### src/rtl/svmc_pkg.sv
`default_nettype none
// ----------------------------------------------------------------------------
// svmc_pkg: shared types and constants
// Request and result layouts, operation codes, register map and reset values
// for the sample voice mixer with compressor.
// ----------------------------------------------------------------------------
package svmc_pkg;

  localparam int DEF_VOICES       = 10;
  localparam int DEF_SAMPLE_DEPTH = 65536;

  localparam int CFG_IDX_W  = 3;
  localparam int CFG_DATA_W = 17;

  localparam logic [1:0] OP_TICK    = 2'd0;
  localparam logic [1:0] OP_TRIGGER = 2'd1;
  localparam logic [1:0] OP_WRITE   = 2'd2;
  localparam logic [1:0] OP_NONE    = 2'd3;

  localparam logic [CFG_IDX_W-1:0] REG_SAMPLE_LENGTH     = 3'd0;
  localparam logic [CFG_IDX_W-1:0] REG_START_VOLUME      = 3'd1;
  localparam logic [CFG_IDX_W-1:0] REG_DECAY_FACTOR      = 3'd2;
  localparam logic [CFG_IDX_W-1:0] REG_SILENCE_THRESHOLD = 3'd3;
  localparam logic [CFG_IDX_W-1:0] REG_COMPRESSOR_RISE   = 3'd4;
  localparam logic [CFG_IDX_W-1:0] REG_HISS_LEVEL        = 3'd5;

  localparam logic [16:0] RST_SAMPLE_LENGTH     = 17'd0;
  localparam logic [14:0] RST_START_VOLUME      = 15'd29491;
  localparam logic [15:0] RST_DECAY_FACTOR      = 16'd65532;
  localparam logic [14:0] RST_SILENCE_THRESHOLD = 15'd3;
  localparam logic [15:0] RST_COMPRESSOR_RISE   = 16'd7;
  localparam logic [14:0] RST_HISS_LEVEL        = 15'd10;

  localparam logic [23:0] GAIN_ONE   = 24'd65536;
  localparam logic [23:0] GAIN_MAX   = 24'hFFFFFF;
  localparam logic [31:0] LFSR_SEED  = 32'd1;
  localparam logic [31:0] LFSR_MASK  = 32'h80200003;
  localparam logic [14:0] OUT_SCALE  = 15'd32700;

  // mix accumulator, Q30, enough headroom for 32 voices plus hiss
  localparam int MIX_W  = 40;
  localparam int HALF_W = MIX_W / 2;
  localparam int QUO_W  = 47;

  typedef struct packed {
    logic [1:0]         operation;
    logic [23:0]        speed;
    logic [15:0]        pan;
    logic [15:0]        sample_address;
    logic signed [15:0] sample_value;
  } item_t;

  typedef struct packed {
    logic signed [15:0] left;
    logic signed [15:0] right;
    logic [3:0]         active_voices;
  } result_t;

  typedef struct packed {
    logic  valid;
    item_t item;
  } queue_head_t;

endpackage

`default_nettype wire

### src/rtl/svmc_front.sv
`default_nettype none
// ----------------------------------------------------------------------------
// svmc_front: request intake
// Accepts requests, drops unused operation codes and holds up to two
// requests for the execution side.
// ----------------------------------------------------------------------------
module svmc_front (
  input  wire                  clk,
  input  wire                  rst,
  input  wire                  push,
  output logic                 full,
  input  wire svmc_pkg::item_t item,
  output svmc_pkg::queue_head_t head,
  input  wire                  head_pop
);

  svmc_pkg::item_t entry [2];
  logic            wptr;
  logic            rptr;
  logic [1:0]      count;
  logic            do_push;
  logic            do_pop;

  assign full     = (count == 2'd2);
  assign do_push  = push && !full && (item.operation != svmc_pkg::OP_NONE);
  assign do_pop   = head_pop && (count != 2'd0);
  assign head.valid = (count != 2'd0);
  assign head.item  = entry[rptr];

  always_ff @(posedge clk) begin
    if (do_push) begin
      entry[wptr] <= item;
    end
  end

  always_ff @(posedge clk) begin
    if (rst) begin
      wptr  <= 1'b0;
      rptr  <= 1'b0;
      count <= 2'd0;
    end else begin
      if (do_push) begin
        wptr <= ~wptr;
      end
      if (do_pop) begin
        rptr <= ~rptr;
      end
      count <= count + {1'b0, do_push} - {1'b0, do_pop};
    end
  end

endmodule

`default_nettype wire

### config.mk
export PLATFORM = sky130hd
export DESIGN_NAME = svmc_front
export DESIGN_NICKNAME = d
export VERILOG_FILES = /design/src/rtl/svmc_pkg.sv /design/src/rtl/svmc_front.sv
export SDC_FILE = /design/constraint.sdc
export NUM_CORES = 1
export LEC_CHECK = 0
export ABC_AREA = 1
export BUFFER_PORTS_ARGS = -buffer_cell sky130_fd_sc_hd__clkbuf_2
export CAP_MARGIN = 20
export CORE_MARGIN = 4
export CORE_UTILIZATION = 43
export CTS_BUF_LIST = sky130_fd_sc_hd__clkbuf_8 sky130_fd_sc_hd__clkbuf_16
export CTS_CLUSTER_SIZE = 16
export DETAILED_ROUTE_END_ITERATION = 10
export PLACE_DENSITY = 0.79
export SKIP_CTS_REPAIR_TIMING = 1
export SLEW_MARGIN = 10
export SYNTH_ARGS = -nofsm -noshare
export SYNTH_HDL_FRONTEND = slang
export SYNTH_SLANG_ARGS = --single-unit
export TNS_END_PERCENT = 10
### constraint.sdc
create_clock -name clk -period 6 [get_ports clk]
set_input_delay 1.2 -clock clk [delete_from_list [all_inputs] [get_ports clk]]
set_output_delay 1.2 -clock clk [all_outputs]
set_load 0.1 [all_outputs]
==> results of run 1 <==
## where the power goes
part / internal, uW / switching, uW
sequential: 1310 / 77.4
clock: 580 / 386
combinational: 332 / 1260
total: 2220 / 1720
## tightest hold or removal path: cells and delay by family (launching register included)
kind	cells	cell delay, ps
flops	1	330
simple gates	2	130
## state kept, by name (all words and copies together), names as in the netlist, named ones only
name   count
count      2
rptr       1
wptr       1
entry    148
## area by class of cell
class                      instances  area (sq um)
clock buffer                      19         452.9
inverter                          11         42.54
sequential                       153          4548
timing repair buffer             156         788.3
clock inverter                    13         90.09
tap                              176         220.2
multi-input combinational         98          1185
fill                            1053          5968
## logic make-up after synthesis
group	Yosys count	share of synthesized area, %
compound gates	2	0.2140
fa+ha+maj	2	0.4279
buf+inv	19	2.140
flops	153	77.72
mux	74	18.10
simple gates	20	1.391
## per-stage QoR
stage	util (%)	cells	total power (uW)	worst slack (ps)
after floorplan	-	270	2823	1006
after global placement	51.03	594	2992	2553
after detailed placement	51.03	594	3011	2526
after CTS	55.11	626	3981	2060
after global routing	55.11	626	4087	1991
final	55.11	626	3941	2147
## worst min-delay path by stage
stage               start  endpoint  slack, ps
floorplan            rptr      flop        450
global placement     rptr      rptr        470
detailed placement   rptr      flop        480
CTS                  rptr      flop        500
global route         rptr      flop        540
finish               rptr      flop        490
## routing by layer
metal	GRT usage [%]	part of all wire (%)	wire (um)
met5	0	0.13	13
met4	5.996	2.3	232
met3	5.274	7.2	726
met2	21.72	49	4960
met1	16.07	41	4187
## layout by cell type (no fill, tap or decap)
cell,synthesis,routed
inv_1,11,14
nand2_1,9,9
clkbuf_8,0,2
nand3_1,3,3
dfxtp_1,5,4
nor2_4,0,1
nand4_1,1,1
a21oi_1,1,1
clkinvlp_4,0,2
clkinv_2,0,7
clkbuf_16,0,17
ha_1,2,2
edfxtp_1,148,148
nor2_1,7,6
buf_4,0,3
dfxtp_4,0,1
clkbuf_2,0,153
mux2_4,60,60
bufinv_16,0,1
o21a_1,1,1
mux2_2,14,14
==> metrics.md, run 1 <==
| Metric | Value |
|---|---|
| Worst hold path type | reg2reg |
| Share of the synthesized area in the top cell type | 76.01% |
| Overflow after GRT | 0 |
| Clock Sinks | 153 |
| Hold Path Stages | 2 |
| TritonCTS buffer count | 17 |
| First-pass GRT wire length | 16,070 um |
| Static Leakage | ~0.0029 uW |
| Final hold vios | 0 |
| Vias | ~2,900 |
| Most frequent cells after synthesis | edfxtp_1 (148), mux2_4 (60), mux2_2 (14) |
| Die H | 124.6 um |
| Clk_skew | about 11 ps |
| Row Count | 42 |
| Post-DR vias/cell | 4.669 |
| Initial Util | 43.98% |
| Crit Path Category | reg2out |
| Worst IR Drop VDD | 0.3872 mV |
| Drt initial violations | 152 |
| Later-pin clock latency in the skew report | 420 ps |
| WP depth | 3 |
| Inserted Diodes | 0 |
| Cells after synthesis | 270 |
| Reg2reg end | entry[0][65] |
| Initial antenna violation count | 1 |
| Largest net degree at the start of global routing | 49 |
| Period utilization | between 60% and 70% |
| Die Footprint | 15,530 sq um |
| Crit path time final | 3854 ps |
| Layout cells sized above 1 | 58.00% |
| Post-synth EDFFs | 148 |
| Fmax | about 260 MHz |
| CTS tree | built |
| PortBufs | 153 |
| Area growth syn-to-layout | 25.32% |
| Cell taking the most area after synthesis | edfxtp_1 |
| Synth Warn # | 0 |
| Max Root-Sink Buffers | 2 |
| Unique cell type count in the Yosys netlist | 14 |
| Max FO, Critical Path | between 40 and 50 |
| Area of placed instances | 6784 sq um |
| Die span in x | roughly 120 um |
| Post-Layout Inst Area | 7327 sq um |
| Post-synth top flop | edfxtp_1 |
| Critical path's slowest cell | dfxtp_4 |
| Pwr Density | approximately 540 nW/um^2 |
| R2r setup slk | 3580 ps |
| Unrepaired setup endpoints after global routing | no |
| WL per Instance | 16.17 um |
| Sum Neg Setup Slack | 0 ps |
| Vias in the first global route | around 3,200 |
| Hpwl dp | 6818 um |
| Worst rel slew slack | 43.69% |
| Core area | about 13,000 sq um |
| #FFs+latches synth | around 150 |
| Worst Setup End Kind | output port |
| GPL Wtd Cong | 0.7078 |
| WL final | 10,120 um |
| FF-to-FF Start | count[0] |
| Worst path cell trace | buf_4 > mux2_2 > clkbuf_2 |
| FF-to-FF path depth | 5 |
| Critical path launch point type | flop |
| Hold slack | approximately 490 ps |
| Sequential share of the synthesized area | 77.72% |
| Crit path DAT | 2650 ps |
| FFs w/ async S/R, synth | 0% |
| All-Layer GR Usage | 13.49% |
| Final setup violation count | 0 |
| DRT Pass-1 Iters | 4 |
| Boundary Pins | 154 |
| CTS clk-pin slew, worst paths | about 60 ps |
| Slew @ Worst Pin | 844.7 ps |
| Status | completed |
| Final Max Tran Viols | 0 |
| CP endpoint | head[2] |
| Mapped Area | 5847 sq um |
| Most frequent cell after synthesis | edfxtp_1 |
| Worst path bufs/invs | 2 |
| Root buffer cell | clkbuf_16 |
| DRC | 0 |
| MaxCap Viol Count | 0 |
| Syn Nets | 350 |
| H-tree depth | 4 |
| Post-layout net count | between 500 and 600 |
| Antenna-violating nets left | 0 |
| Synth top area cells | edfxtp_1 (76%), mux2_4 (15%), mux2_2 (2.7%), dfxtp_1 (1.7%), buf_6 (1.3%) |
| CP max stage delay | 890 ps |
| CP top delay family | buffers and inverters |
| Worst EP required | about 4800 ps |
| Syn avg cell area | 21.66 sq um |
No activity file was read; power rests on OpenSTA's default activity.
==> run 2, diff against run 1 <==
--- a/config.mk
+++ b/config.mk
@@ -13,7 +13,7 @@
 export CTS_BUF_LIST = sky130_fd_sc_hd__clkbuf_8 sky130_fd_sc_hd__clkbuf_16
 export CTS_CLUSTER_SIZE = 16
 export DETAILED_ROUTE_END_ITERATION = 10
-export PLACE_DENSITY = 0.79
+export PLACE_DENSITY = 0.82
 export SKIP_CTS_REPAIR_TIMING = 1
 export SLEW_MARGIN = 10
 export SYNTH_ARGS = -nofsm -noshare
==> constraint.sdc (replaced) <==
create_clock -name clk -period 3.4 [get_ports clk]
set_input_delay 0.68 -clock clk [delete_from_list [all_inputs] [get_ports clk]]
set_output_delay 0.68 -clock clk [all_outputs]
set_load 0.1 [all_outputs]
==> metrics.md, run 2 (synthesis results as in run 1) <==
| Metric | Value |
|---|---|
| Status | completed |
| Pwr Density | 953.0 nW/um^2 |
| CTS clk-pin slew, worst paths | 60 ps |
| Later-pin clock latency in the skew report | around 410 ps |
| Area of placed instances | around 6800 sq um |
| Dpl cells | 598 |
| Core area | 13,300 sq um |
| DRT Pass-1 Iters | 4 |
| Max FFs per register | 148 |
| DRC | 0 |
| Post-layout net count | 521 |
| CTS tree | built |
| Clock Sinks | between 150 and 200 |
| Largest net degree at the start of global routing | 40 |
| Largest regs | entry: 148 flops, count: 2 flops |
| Final Max Tran Viols | 0 |
| Hold Path Stages | 2 |
| Area growth syn-to-layout | 26.77% |
| Largest Register | entry |
| Worst rel slew slack | 61.69% |
| Worst hold path type | in2reg |
| Die H | roughly 120 um |
| Sum Neg Setup Slack | 0 ps |
| Slew @ Worst Pin | roughly 580 ps |
| Die Footprint | 15,530 sq um |
| Antenna-violating nets left | 0 |
| Worst Setup End Kind | output port |
| Initial antenna violation count | 0 |
| Drt initial violations | about 140 |
| Worst EP required | roughly 2700 ps |
| Commonest non-fill, non-tap cell in the layout | clkbuf_2 |
| Period utilization | between 80 and 90% |
| Row Count | 42 |
| Layout cells sized above 1 | 58.81% |
| WL per Instance | 15.90 um |
| Worst IR Drop VDD | 0.7307 mV |
| First-pass GRT wire length | 16,220 um |
| GPL Wtd Cong | ~0.7 |
| Die span in x | approximately 120 um |
| MaxCap Viol Count | 0 |
| Fmax | 347.3 MHz |
| Boundary Pins | 154 |
| Unrepaired setup endpoints after global routing | no |
| Critical path launch point type | flop |
| Crit path time final | 2880 ps |
| Final hold vios | 0 |
| Crit path DAT | around 2200 ps |
| Root buffer cell | clkbuf_16 |
| Clk_skew | 6.169 ps |
| Crit Path Category | reg2out |
| Post-Layout Inst Area | 7412 sq um |
| Hpwl dp | 7005 um |
| Final non-filler cell total | 630 |
| Commonest cells after routing, fill and taps aside | clkbuf_2 (153), edfxtp_1 (148), mux2_4 (60) |
| Inserted Diodes | 0 |
| Static Leakage | approximately 0.003 uW |
| Post-DR vias/cell | 4.722 |
| Initial Util | between 40% and 50% |
| Max FO, Critical Path | 25 |
| Vias in the first global route | 3,237 |
| R2r setup slk | 1720 ps |
| Final setup violation count | 0 |
| H-tree depth | 4 |
| Vias | 2,975 |
| PortBufs | 153 |
| WL final | 10,020 um |
| Max Root-Sink Buffers | 2 |
| TritonCTS buffer count | 17 |
| FF-to-FF path depth | 5 |
| Overflow after GRT | 0 |
| All-Layer GR Usage | 13.44% |
## run 2: worst paths after layout
check	start	endpoint
worst min register to register	rptr	flop
worst max-delay path	flop	head[62]
worst max register to register	count[0]	entry[0][62]
worst min-delay path	rst	count[0]
## run 2: area by class of cell
type,count,area (sq um)
Tap cell,176,220.2
Fill cell,1023,5883
Multi-Input combinational cell,98,1185
Clock inverter,14,133.9
Sequential cell,153,4548
Clock buffer,18,439.2
Timing Repair Buffer,160,843.3
Inverter,11,42.54
## run 2: worst max-delay path, stage by stage, from the launching register on
cell,delay (ps)
dfxtp_4,640
buf_4,420
mux2_4,330
clkbuf_2,370
## run 2: stage by stage
step | total power, uW | hold WS (ps) | util (%) | setup slack (ps)
after floorplan | 4976 | 451.4 | - | 160.8
after global placement | 5299 | 474.2 | 51.44 | 971.5
after detailed placement | 5347 | 482.6 | 51.44 | 923.2
after CTS | 7140 | 413.3 | 55.75 | 473.2
after global routing | 7318 | 432.5 | 55.75 | 422.0
final | 7064 | 435.4 | 55.75 | 520.4
## run 2: metal layers
metal | track usage, % | routed length [um] | vias to the layer above
li1 | - | - | 1388
met1 | 14.72 | 3873 | 1449
met2 | 23.12 | 5223 | 120
met3 | 5.703 | 762 | 18
met4 | 5.222 | 159 | 0
met5 | 0 | 0 | -
## run 2: where the power goes
part | internal (uW) | switching (uW) | leakage [uW]
Clock | 1090 | 695 | 0.000277
Combinational | 606 | 2260 | 0.00127
Sequential | 2310 | 98.9 | 0.00141
Total | 4010 | 3060 | 0.00296
